**config.mk**
```make
export PLATFORM = sky130hd
export DESIGN_NAME = header_tail_deframer_with_error_rate_top
export DESIGN_NICKNAME = d
export VERILOG_FILES = /design/src/hw/rtl/hdtl_pkg.sv /design/src/hw/rtl/hdtl_ram.sv /design/src/hw/rtl/hdtl_parse.sv /design/src/hw/rtl/hdtl_rate.sv /design/src/hw/rtl/header_tail_deframer_with_error_rate_top.sv
export VERILOG_INCLUDE_DIRS = /design/src /design/src/hw/rtl
export SDC_FILE = /design/constraint.sdc
export NUM_CORES = 2
export LEC_CHECK = 0
export BUFFER_PORTS_ARGS = -buffer_cell sky130_fd_sc_hd__buf_2
export CAP_MARGIN = 0
export CORE_ASPECT_RATIO = 1.25
export CORE_MARGIN = 1
export CORE_UTILIZATION = 40
export CTS_CLUSTER_DIAMETER = 100
export DETAILED_ROUTE_END_ITERATION = 16
export PLACE_DENSITY = 0.65
export SETUP_SLACK_MARGIN = 0.2
export SLEW_MARGIN = 40
export SYNTH_ARGS = -nofsm -noshare
export SYNTH_HDL_FRONTEND = slang
export SYNTH_SLANG_ARGS = --single-unit
```
**constraint.sdc**
```tcl
create_clock -name clk_i -period 7.23 [get_ports clk_i]
set_input_delay 1.0845 -clock clk_i [delete_from_list [all_inputs] [get_ports clk_i]]
set_output_delay 1.0845 -clock clk_i [all_outputs]
set_load 0.1 [all_outputs]
```
**src/hw/rtl/header_tail_deframer_with_error_rate_top_macros.svh**
```systemverilog
// ---------------------------------------------------------------------------
// Assertion macros for the deframer top level
// Two helpers for clocked properties that are disabled while reset is active.
// ---------------------------------------------------------------------------
`ifndef HEADER_TAIL_DEFRAMER_WITH_ERROR_RATE_TOP_MACROS_SVH
`define HEADER_TAIL_DEFRAMER_WITH_ERROR_RATE_TOP_MACROS_SVH

// Same-cycle implication.
`define HDTL_ASSERT_NOW(lbl, ante, cons, msg) \
  lbl: assert property (@(posedge clk_i) disable iff (!rst_ni) (ante) |-> (cons)) \
    else $error(msg);

// Next-cycle implication.
`define HDTL_ASSERT_NEXT(lbl, ante, cons, msg) \
  lbl: assert property (@(posedge clk_i) disable iff (!rst_ni) (ante) |=> (cons)) \
    else $error(msg);

`endif

```
**src/hw/rtl/hdtl_pkg.sv**
```systemverilog
// ---------------------------------------------------------------------------
// hdtl_pkg
// Shared constants, codes and types of the header/tail deframer.
// ---------------------------------------------------------------------------
package hdtl_pkg;

  localparam int MAX_PAYLOAD = 64;
  localparam int TAIL_BYTES  = 4;
  localparam int DROP_EXTRA  = 5;
  localparam int BODY_DEPTH  = MAX_PAYLOAD + TAIL_BYTES;
  localparam int RAM_DEPTH   = 2 * BODY_DEPTH;
  localparam int RAM_AW      = $clog2(RAM_DEPTH);
  localparam int CNT_W       = $clog2(BODY_DEPTH + 2);
  localparam int LEN_W       = $clog2(MAX_PAYLOAD + 1);

  localparam int BYTE_W      = 8;
  localparam int CMD_W       = 2;
  localparam int IDX_W       = 6;
  localparam int STATUS_W    = 3;
  localparam int FRAME_LEN_W = 7;
  localparam int TOTAL_W     = 32;
  localparam int TAIL_W      = 32;
  localparam int SCALE_W     = 20;
  localparam int CFG_IDX_W   = 2;
  localparam int CFG_DATA_W  = 32;
  localparam int PROD_W      = TOTAL_W + SCALE_W;
  localparam int STEP_W      = $clog2(PROD_W);

  typedef logic [CMD_W-1:0]    cmd_t;
  typedef logic [STATUS_W-1:0] status_t;
  typedef logic [CFG_IDX_W-1:0] cfg_idx_t;

  localparam cmd_t CMD_BYTE    = 2'd0;
  localparam cmd_t CMD_LINE    = 2'd1;
  localparam cmd_t CMD_RELEASE = 2'd2;
  localparam cmd_t CMD_READ    = 2'd3;

  localparam status_t ST_TAKEN    = 3'd0;
  localparam status_t ST_STRAY    = 3'd1;
  localparam status_t ST_QUEUED   = 3'd2;
  localparam status_t ST_DROPPED  = 3'd3;
  localparam status_t ST_OVERFLOW = 3'd4;
  localparam status_t ST_LINE_ERR = 3'd5;
  localparam status_t ST_RELEASED = 3'd6;
  localparam status_t ST_READ     = 3'd7;

  localparam cfg_idx_t CFG_HEADER = 2'd0;
  localparam cfg_idx_t CFG_TAIL   = 2'd1;
  localparam cfg_idx_t CFG_SCALE  = 2'd2;

  localparam logic [BYTE_W-1:0]  HEADER_RST = 8'd238;
  localparam logic [TAIL_W-1:0]  TAIL_RST   = 32'hFFFC_FFFF;
  localparam logic [SCALE_W-1:0] SCALE_RST  = 20'd1000000;

  // Outcome of one parser step, handed to the sequencer.
  typedef struct packed {
    status_t          status;
    logic [CNT_W-1:0] err_add;
  } parse_res_t;

  // Payload length as it appears on the result port.
  function automatic logic [FRAME_LEN_W-1:0] len_field(logic [LEN_W-1:0] len);
    logic [FRAME_LEN_W+LEN_W-1:0] wide;
    wide = {{FRAME_LEN_W{1'b0}}, len};
    return wide[FRAME_LEN_W-1:0];
  endfunction

endpackage

```
**src/hw/rtl/hdtl_ram.sv**
```systemverilog
// ---------------------------------------------------------------------------
// hdtl_ram
// Generic simple dual-port RAM: one write port, one registered read port.
// ---------------------------------------------------------------------------
module hdtl_ram #(
  parameter int WIDTH = 8,
  parameter int DEPTH = 16
) (
  input  logic                     clk_i,
  input  logic                     we_i,
  input  logic [$clog2(DEPTH)-1:0] waddr_i,
  input  logic [WIDTH-1:0]         wdata_i,
  input  logic [$clog2(DEPTH)-1:0] raddr_i,
  output logic [WIDTH-1:0]         rdata_o
);

  logic [WIDTH-1:0] mem_q [DEPTH];

  always_ff @(posedge clk_i) begin
    if (we_i) begin
      mem_q[waddr_i] <= wdata_i;
    end
    rdata_o <= mem_q[raddr_i];
  end

endmodule

```
**src/hw/rtl/hdtl_parse.sv**
```systemverilog
// ---------------------------------------------------------------------------
// hdtl_parse
// Frame parser: header hunt, body capture, tail match and the pending slot.
// ---------------------------------------------------------------------------
module hdtl_parse (
  input  logic                            clk_i,
  input  logic                            rst_ni,
  input  logic                            start_i,
  input  hdtl_pkg::cmd_t                  cmd_i,
  input  logic [hdtl_pkg::BYTE_W-1:0]     data_byte_i,
  input  logic [hdtl_pkg::IDX_W-1:0]      read_index_i,
  input  logic [hdtl_pkg::BYTE_W-1:0]     header_i,
  input  logic [hdtl_pkg::TAIL_W-1:0]     tail_i,
  output hdtl_pkg::parse_res_t            res_o,
  output logic [hdtl_pkg::LEN_W-1:0]      pend_len_o,
  output logic                            pend_flag_o,
  output logic [hdtl_pkg::BYTE_W-1:0]     read_data_o
);
  import hdtl_pkg::*;

  logic              in_body_q, in_body_d;
  logic [CNT_W-1:0]  cnt_q, cnt_d, cnt_inc;
  logic [TAIL_W-1:0] last_q, last_d, last_nxt;
  logic              bank_q, bank_d, wbank;
  logic [LEN_W-1:0]  len_q, len_d;
  logic              flag_q, flag_d;
  logic              rd_ok_q, rd_ok_d;
  logic              we;
  logic [RAM_AW-1:0] waddr, raddr;
  logic [BYTE_W-1:0] rdata;

  // The slot and the body live in two banks of one RAM; queuing a frame
  // swaps the banks instead of copying the payload.
  assign wbank    = ~bank_q;
  assign cnt_inc  = cnt_q + CNT_W'(1);
  assign last_nxt = {last_q[TAIL_W-BYTE_W-1:0], data_byte_i};
  assign waddr    = wbank ? RAM_AW'(BODY_DEPTH) + RAM_AW'(cnt_q) : RAM_AW'(cnt_q);
  assign raddr    = bank_q ? RAM_AW'(BODY_DEPTH) + RAM_AW'(read_index_i)
                           : RAM_AW'(read_index_i);

  always_comb begin
    in_body_d      = in_body_q;
    cnt_d          = cnt_q;
    last_d         = last_q;
    bank_d         = bank_q;
    len_d          = len_q;
    flag_d         = flag_q;
    rd_ok_d        = rd_ok_q;
    we             = 1'b0;
    res_o.status   = ST_TAKEN;
    res_o.err_add  = '0;
    if (start_i) begin
      rd_ok_d = 1'b0;
      unique case (cmd_i)
        CMD_BYTE: begin
          priority if (!in_body_q) begin
            if (data_byte_i == header_i) begin
              in_body_d = 1'b1;
              cnt_d     = '0;
            end else begin
              res_o.status  = ST_STRAY;
              res_o.err_add = CNT_W'(1);
            end
          end else if (cnt_q >= CNT_W'(BODY_DEPTH)) begin
            res_o.status  = ST_OVERFLOW;
            res_o.err_add = cnt_inc;
            cnt_d         = '0;
            in_body_d     = (data_byte_i == header_i);
          end else begin
            we     = 1'b1;
            cnt_d  = cnt_inc;
            last_d = last_nxt;
            if (cnt_inc >= CNT_W'(TAIL_BYTES) && last_nxt == tail_i) begin
              cnt_d     = '0;
              in_body_d = 1'b0;
              if (flag_q) begin
                res_o.status  = ST_DROPPED;
                res_o.err_add = cnt_inc - CNT_W'(TAIL_BYTES) + CNT_W'(DROP_EXTRA);
              end else begin
                res_o.status = ST_QUEUED;
                len_d        = LEN_W'(cnt_inc - CNT_W'(TAIL_BYTES));
                flag_d       = 1'b1;
                bank_d       = wbank;
              end
            end
          end
        end
        CMD_LINE: begin
          res_o.status  = ST_LINE_ERR;
          res_o.err_add = CNT_W'(1);
        end
        CMD_RELEASE: begin
          res_o.status = ST_RELEASED;
          flag_d       = 1'b0;
        end
        CMD_READ: begin
          res_o.status = ST_READ;
          rd_ok_d      = (32'(read_index_i) < 32'(len_q));
        end
      endcase
    end
  end

  always_ff @(posedge clk_i or negedge rst_ni) begin
    if (!rst_ni) begin
      in_body_q <= 1'b0;
      cnt_q     <= '0;
      last_q    <= '0;
      bank_q    <= 1'b0;
      len_q     <= '0;
      flag_q    <= 1'b0;
      rd_ok_q   <= 1'b0;
    end else begin
      in_body_q <= in_body_d;
      cnt_q     <= cnt_d;
      last_q    <= last_d;
      bank_q    <= bank_d;
      len_q     <= len_d;
      flag_q    <= flag_d;
      rd_ok_q   <= rd_ok_d;
    end
  end

  hdtl_ram #(
    .WIDTH (BYTE_W),
    .DEPTH (RAM_DEPTH)
  ) u_store (
    .clk_i   (clk_i),
    .we_i    (we),
    .waddr_i (waddr),
    .wdata_i (data_byte_i),
    .raddr_i (raddr),
    .rdata_o (rdata)
  );

  assign read_data_o = rd_ok_q ? rdata : '0;
  assign pend_len_o  = len_q;
  assign pend_flag_o = flag_q;

endmodule

```
**src/hw/rtl/hdtl_rate.sv**
```systemverilog
// ---------------------------------------------------------------------------
// hdtl_rate
// Error rate unit: one registered multiply, then a shift-subtract divider
// that retires one quotient bit per cycle.
// ---------------------------------------------------------------------------
module hdtl_rate (
  input  logic                         clk_i,
  input  logic                         rst_ni,
  input  logic                         start_i,
  input  logic [hdtl_pkg::TOTAL_W-1:0] err_i,
  input  logic [hdtl_pkg::TOTAL_W-1:0] rx_i,
  input  logic [hdtl_pkg::SCALE_W-1:0] scale_i,
  output logic                         done_o,
  output logic [hdtl_pkg::TOTAL_W-1:0] rate_o
);
  import hdtl_pkg::*;

  logic               busy_q, done_q, zero_q;
  logic [STEP_W-1:0]  step_q;
  logic [PROD_W-1:0]  pq_q, prod;
  logic [TOTAL_W-1:0] div_q, rem_q;
  logic [TOTAL_W:0]   shifted, diff;
  logic               fits;

  assign prod    = PROD_W'(err_i) * PROD_W'(scale_i);
  assign shifted = {rem_q, pq_q[PROD_W-1]};
  assign diff    = shifted - {1'b0, div_q};
  assign fits    = (shifted >= {1'b0, div_q});

  always_ff @(posedge clk_i or negedge rst_ni) begin
    if (!rst_ni) begin
      busy_q <= 1'b0;
      done_q <= 1'b0;
      zero_q <= 1'b0;
      step_q <= '0;
    end else begin
      done_q <= 1'b0;
      if (start_i) begin
        busy_q <= 1'b1;
        zero_q <= (rx_i == '0);
        step_q <= STEP_W'(PROD_W - 1);
      end else if (busy_q) begin
        if (step_q == '0) begin
          busy_q <= 1'b0;
          done_q <= 1'b1;
        end else begin
          step_q <= step_q - STEP_W'(1);
        end
      end
    end
  end

  // The product is shifted out from the top while quotient bits enter below.
  always_ff @(posedge clk_i) begin
    if (start_i) begin
      pq_q  <= prod;
      div_q <= rx_i;
      rem_q <= '0;
    end else if (busy_q) begin
      pq_q  <= {pq_q[PROD_W-2:0], fits};
      rem_q <= fits ? diff[TOTAL_W-1:0] : shifted[TOTAL_W-1:0];
    end
  end

  assign done_o = done_q;
  assign rate_o = zero_q ? '0 : pq_q[TOTAL_W-1:0];

endmodule

```
**src/hw/rtl/header_tail_deframer_with_error_rate_top.sv**
```systemverilog
// ---------------------------------------------------------------------------
// header_tail_deframer_with_error_rate_top: deframer with error statistics.
// Release and read words go from parsing straight to the result; byte and
// line-error words also run the 52-step divider; one word in flight at a time.
// Reset (async, low) hunts for a header and clears counters, slot and rate.
// ---------------------------------------------------------------------------
`include "header_tail_deframer_with_error_rate_top_macros.svh"

module header_tail_deframer_with_error_rate_top (
  input  logic                            clk_i,
  input  logic                            rst_ni,
  input  logic                            cfg_we_i,
  input  logic [hdtl_pkg::CFG_IDX_W-1:0]  cfg_idx_i,
  input  logic [hdtl_pkg::CFG_DATA_W-1:0] cfg_data_i,
  input  logic                            in_valid_i,
  output logic                            in_ready_o,
  input  logic [hdtl_pkg::CMD_W-1:0]      cmd_i,
  input  logic [hdtl_pkg::BYTE_W-1:0]     data_byte_i,
  input  logic [hdtl_pkg::IDX_W-1:0]      read_index_i,
  output logic                            out_valid_o,
  input  logic                            out_ready_i,
  output logic [hdtl_pkg::STATUS_W-1:0]   status_o,
  output logic [hdtl_pkg::FRAME_LEN_W-1:0] frame_length_o,
  output logic [hdtl_pkg::BYTE_W-1:0]     read_data_o,
  output logic                            frame_waiting_o,
  output logic [hdtl_pkg::TOTAL_W-1:0]    received_total_o,
  output logic [hdtl_pkg::TOTAL_W-1:0]    error_total_o,
  output logic [hdtl_pkg::TOTAL_W-1:0]    error_rate_o
);
  import hdtl_pkg::*;

  localparam logic [2:0] S_IDLE  = 3'd0;
  localparam logic [2:0] S_PARSE = 3'd1;
  localparam logic [2:0] S_RATE  = 3'd2;
  localparam logic [2:0] S_WAIT  = 3'd3;
  localparam logic [2:0] S_DONE  = 3'd4;

  logic [2:0]         state_q, state_d;
  logic [BYTE_W-1:0]  header_q;
  logic [TAIL_W-1:0]  tail_q;
  logic [SCALE_W-1:0] scale_q;
  cmd_t               cmd_q;
  logic [BYTE_W-1:0]  byte_q;
  logic [IDX_W-1:0]   idx_q;
  logic [TOTAL_W-1:0] rx_q, err_q, rate_q;
  status_t            status_q;
  parse_res_t         res;
  logic [LEN_W-1:0]   pend_len;
  logic               pend_flag;
  logic [BYTE_W-1:0]  rd_data;
  logic               rate_done;
  logic [TOTAL_W-1:0] rate_val;
  logic               accept, parse_go, load_out;
  logic               queued_shown;

  assign in_ready_o = (state_q == S_IDLE);
  assign accept     = in_valid_i && in_ready_o;
  assign parse_go   = (state_q == S_PARSE);
  assign load_out   = (state_q == S_DONE) && (!out_valid_o || out_ready_i);

  always_comb begin
    state_d = state_q;
    unique case (state_q)
      S_IDLE:  if (accept) state_d = S_PARSE;
      S_PARSE: begin
        if (cmd_q == CMD_BYTE || cmd_q == CMD_LINE) begin
          state_d = S_RATE;
        end else begin
          state_d = S_DONE;
        end
      end
      S_RATE:  state_d = S_WAIT;
      S_WAIT:  if (rate_done) state_d = S_DONE;
      S_DONE:  if (load_out) state_d = S_IDLE;
      default: state_d = S_IDLE;
    endcase
  end

  always_ff @(posedge clk_i or negedge rst_ni) begin
    if (!rst_ni) begin
      state_q     <= S_IDLE;
      header_q    <= HEADER_RST;
      tail_q      <= TAIL_RST;
      scale_q     <= SCALE_RST;
      rx_q        <= '0;
      err_q       <= '0;
      rate_q      <= '0;
      out_valid_o <= 1'b0;
    end else begin
      state_q <= state_d;
      if (cfg_we_i) begin
        unique case (cfg_idx_i)
          CFG_HEADER: header_q <= cfg_data_i[BYTE_W-1:0];
          CFG_TAIL:   tail_q   <= cfg_data_i[TAIL_W-1:0];
          CFG_SCALE:  scale_q  <= cfg_data_i[SCALE_W-1:0];
          default:    ;
        endcase
      end
      if (parse_go) begin
        if (cmd_q == CMD_BYTE) begin
          rx_q <= rx_q + TOTAL_W'(1);
        end
        err_q <= err_q + TOTAL_W'(res.err_add);
      end
      if (state_q == S_WAIT && rate_done) begin
        rate_q <= rate_val;
      end
      if (load_out) begin
        out_valid_o <= 1'b1;
      end else if (out_ready_i) begin
        out_valid_o <= 1'b0;
      end
    end
  end

  always_ff @(posedge clk_i) begin
    if (accept) begin
      cmd_q  <= cmd_i;
      byte_q <= data_byte_i;
      idx_q  <= read_index_i;
    end
    if (parse_go) begin
      status_q <= res.status;
    end
    if (load_out) begin
      status_o         <= status_q;
      frame_length_o   <= len_field(pend_len);
      read_data_o      <= rd_data;
      frame_waiting_o  <= pend_flag;
      received_total_o <= rx_q;
      error_total_o    <= err_q;
      error_rate_o     <= rate_q;
    end
  end

  hdtl_parse u_parse (
    .clk_i        (clk_i),
    .rst_ni       (rst_ni),
    .start_i      (parse_go),
    .cmd_i        (cmd_q),
    .data_byte_i  (byte_q),
    .read_index_i (idx_q),
    .header_i     (header_q),
    .tail_i       (tail_q),
    .res_o        (res),
    .pend_len_o   (pend_len),
    .pend_flag_o  (pend_flag),
    .read_data_o  (rd_data)
  );

  hdtl_rate u_rate (
    .clk_i   (clk_i),
    .rst_ni  (rst_ni),
    .start_i (state_q == S_RATE),
    .err_i   (err_q),
    .rx_i    (rx_q),
    .scale_i (scale_q),
    .done_o  (rate_done),
    .rate_o  (rate_val)
  );

  assign queued_shown = out_valid_o && (status_o == ST_QUEUED);

  // A queued frame must still be waiting when its result is shown.
  `HDTL_ASSERT_NOW(a_queued_waits, queued_shown, frame_waiting_o, "queued frame not flagged")
  // The divider only reports back while the sequencer waits for it.
  `HDTL_ASSERT_NOW(a_done_in_wait, rate_done, state_q == S_WAIT, "rate unit out of turn")
  // The error total moves only in the parse step.
  `HDTL_ASSERT_NEXT(a_err_stable, state_q != S_PARSE, $stable(err_q), "error count moved")

endmodule
```
==> summary.md <==
| Metric | Value |
|---|---|
| Storage cell area | `44400 sq um` |
| Final Hold Fails | `0` |
| Total CTS buffers | `150` |
| GR Util met3 | `3.06%` |
| Crit path from | `scale_q[16]$_DFFE_PN1P_` |
| RSZ-0062 raised after global routing | `true` |
| Vias | `49.0k` |
| CTS Hold Buffers Added | `0` |
| Predominant post-synthesis flop cell | `edfxtp_1` |
| Synth Instances | `5975` |
| Reg2reg end | `u_rate.pq_q[46]$_DFFE_PP_` |
| Final GP Congestion | `0.905` |
| Met2 usage | `34.1%` |
| Clock Tree Root | `clkbuf_16` |
| Post-Route Utilization | `46.5%` |
| Initial antenna violation count | `24` |
| Clk sinks | `1525` |
| Critical Path End | `u_rate.pq_q[46]$_DFFE_PP_` |
| Die X | `407 um` |
| Ports | `172` |
| R2R depth | `24` |
| Area delta synth->final | `15.3%` |
| R2R setup slack | `60 ps` |
| Share of layout cells above drive strength 1 | `22.0%` |
| First DRT Iteration DRCs | `4501` |
| Maximum vdd drop | `0.000260 V` |
| Layout fillers | `17.8k` |
| Post-DP HPWL | `144000 um` |
| TritonCTS clock tree | `done` |
| CTS clock-pin slew for the worst setup and hold paths | `60 ps` |
| Crit path required time | `7740 ps` |
| Min Tclk post-route | `7170 ps` |
| Syn Std Cell Area | `82200 sq um` |
| Max Buffers Root-to-Sink | `3` |
| Number of synthesized flops with an enable pin | `1274` |
| Worst slew margin | `40.7%` |
| Setup Skew | `64.5 ps` |
| PwrDens | `258 nW/um^2` |
| H-tree depth | `4` |
| Max Freq | `140 MHz` |
| Setup violators final | `0` |
| Core Region | `204000 sq um` |
| Crit path max fanout | `7` |
| Placed cells | `8849` |
| Critical path endpoint category | `flop` |
| DRC Markers | `0` |
| Final WL | `207000 um` |
| Largest net degree at the start of global routing | `109` |
| Non-Filler Instances | `9197` |
| Count of input and output buffers | `171` |
| Nets | `7168` |
| Floorplan row count | `185` |
| Outcome | `complete, no violations` |
| Die H | `509 um` |
| TritonRoute pass-1 iters | `6` |
| First-pass GRT wire length | `314000 um` |
| Vias per cell | `5.33` |
| Total global-route track usage | `19.9%` |
| Leakage power | `37.0 nW` |
| Routed length per instance | `22.5 um` |
| Vias in the first global route | `50.9k` |
| Post-Syn Area per Cell | `13.8 sq um` |
| HP Class | `input pin to asynchronous set/reset pin` |
| #FFs+latches synth | `1525` |
| RR Startpoint | `scale_q[16]$_DFFE_PN1P_` |
| CP Class | `flop to flop` |
| Yosys Warn Count | `0` |
| Pre-CTS WS | `-331 ps` |
| Die ar. | `207000 sq um` |
| Worst endpoint data arrival time | `7680 ps` |
| Max cap viols | `0` |
| Initial core utilization | `40.4%` |
| Syn Nets | `6791` |
| Fin crit share | `99.1%` |
| Fin Setup TNS | `0 ps` |
| Asr flop ratio synth | `13.8%` |
| Worst setup margin | `64.4 ps` |
| Grt ovf | `0` |
| Sequential fraction of the synthesis area | `54.0%` |
| CP Launch Type | `flop` |
| Actual slew at the worst max-slew pin | `887 ps` |
| Grt peak-use layer | `met2` |
| Multi-input gate area | `35100 sq um` |
| Clk Latency, worst-skew pair | `830 ps` |
| Pins Over Slew Limit | `0` |
| DRT antenna net count | `0` |
| Met1 usage in global routing | `25.9%` |
| Post-synth cell types | `79` |
==> where the power goes <==
part	switching, mW	leakage, nW	internal (mW)
Clock	3.50	2.50	4.57
Sequential	0.407	14.8	10.3
Combinational	3.44	19.7	2.24
==> area by class of cell <==
class,count,area share (%)
antenna,5,0.0132
clock buffer,192,4.27
clock inverter,89,1.18
inverter,661,2.62
multi-input combinational,3474,37.0
sequential,1525,46.9
tap,2711,3.58
timing repair buffer,540,4.49
==> per-layer routing <==
layer	share of wire (%)	vias up
met3	6.9	366
li1	-	21500
met1	40	25400
met5	0.024	-
met4	3.2	10
met2	50	1724
==> cells in the final DEF, fill, tap and decap left out, types with 29 or more instances in the layout <==
master and n:
nand2_1 673, buf_2 170, xnor2_1 106, nand4_1 65
xor2_1 88, clkinv_2 29, mux2i_1 42, nor2_1 195
nand2b_1 48, clkbuf_16 152, and2_1 291, fa_1 522
mux2_2 89, edfxtp_1 1274, clkbuf_1 30, a21o_1 44
inv_1 644, a21oi_1 119, ha_1 208, dfxtp_1 40
buf_12 33, o21ai_0 171, buf_4 304, nand3_1 106
mux4_2 306, dfstp_2 42, dfrtp_1 152
==> cell families after synthesis <==
logic type	share of synthesized area (%)
compound gates	3.57
flops	54.0
xor+xnor	2.14
buf+inv	4.54
simple gates	9.12
mux	10.1
fa+ha+maj	16.5
==> per-stage QoR <==
stage / power, mW / hold WS [ps] / cell area (sq um)
6_report: 24.5 / 223 / 94800
5_1_grt: 25.5 / 212 / 94700
4_1_cts: 24.6 / 182 / 93800
3_5_place_dp: 16.4 / 432 / 88000
3_3_place_gp: 16.3 / 434 / 87900
2_1_floorplan: 14.6 / 400 / 82200
==> how the worst min path moves through the flow <==
stage | depth (start not counted) | startpoint | slack [ps] | end
2_1_floorplan | 0 | status_q[0]$_SDFFCE_PP0N_ | 400 | status_o[0]$_DFFE_PP_
3_3_place_gp | 0 | rate_q[9]$_DFFE_PN0P_ | 430 | error_rate_o[9]$_DFFE_PP_
3_5_place_dp | 0 | rate_q[25]$_DFFE_PN0P_ | 430 | error_rate_o[25]$_DFFE_PP_
4_1_cts | 1 | rst_ni | 180 | rate_q[12]$_DFFE_PN0P_
5_1_grt | 1 | rst_ni | 210 | rate_q[3]$_DFFE_PN0P_
6_report | 1 | rst_ni | 220 | rate_q[3]$_DFFE_PN0P_
==> cell usage after synthesis, drive strengths merged (62+ instances only) <==
library cell / number / share of area [%]
buf: 62 / 0.36
mux2: 89 / 1.2
xnor2: 111 / 1.2
ha: 223 / 3.4
mux4: 306 / 8.4
nand4: 66 / 0.51
inv: 659 / 3.0
dfrtp: 168 / 5.1
o21ai: 199 / 1.2
fa: 538 / 13
nor2: 224 / 1.0
nand2: 695 / 3.2
edfxtp: 1274 / 47
xor2: 90 / 0.96
nand3: 110 / 0.67
and2: 300 / 2.3
clkbuf: 253 / 1.2
a21oi: 139 / 0.86
==> state kept, by name, indices dropped and copies added, names as in the netlist, 20 cells and up <==
register and flops:
err_q 32, scale_q 20, rx_q 32, u_parse.last_q 24
received_total_o 32, rate_q 32, u_rate.rem_q 32, error_rate_o 32
tail_q 32, u_rate.pq_q 52, error_total_o 32, u_rate.div_q 32
u_parse.u_store.mem_q 1056
==> worst max-delay path, stage by stage (launching register included) <==
cell	delay, ps
dfstp_2	610
buf_12	160
nand2_4	50
fa_1	560
inv_2	50
fa_1	570
fa_2	490
fa_1	580
fa_1	440
fa_1	500
inv_1	50
fa_1	490
inv_2	50
ha_4	280
nand2_4	50
or3_4	400
or4_4	440
o22ai_4	130
buf_6	140
o31ai_4	70
o21ai_2	180
a31o_4	240
a31oi_4	100
xor2_1	150
o21ai_1	60
==> repair_timing <==
action                     CTS  global route
setup endpoints to repair   19            24
resized for setup           76           130
pin swaps                   34            63
gates cloned                 1             1
buffers inserted            30            26
No activity file was read; power rests on OpenSTA's default activity.
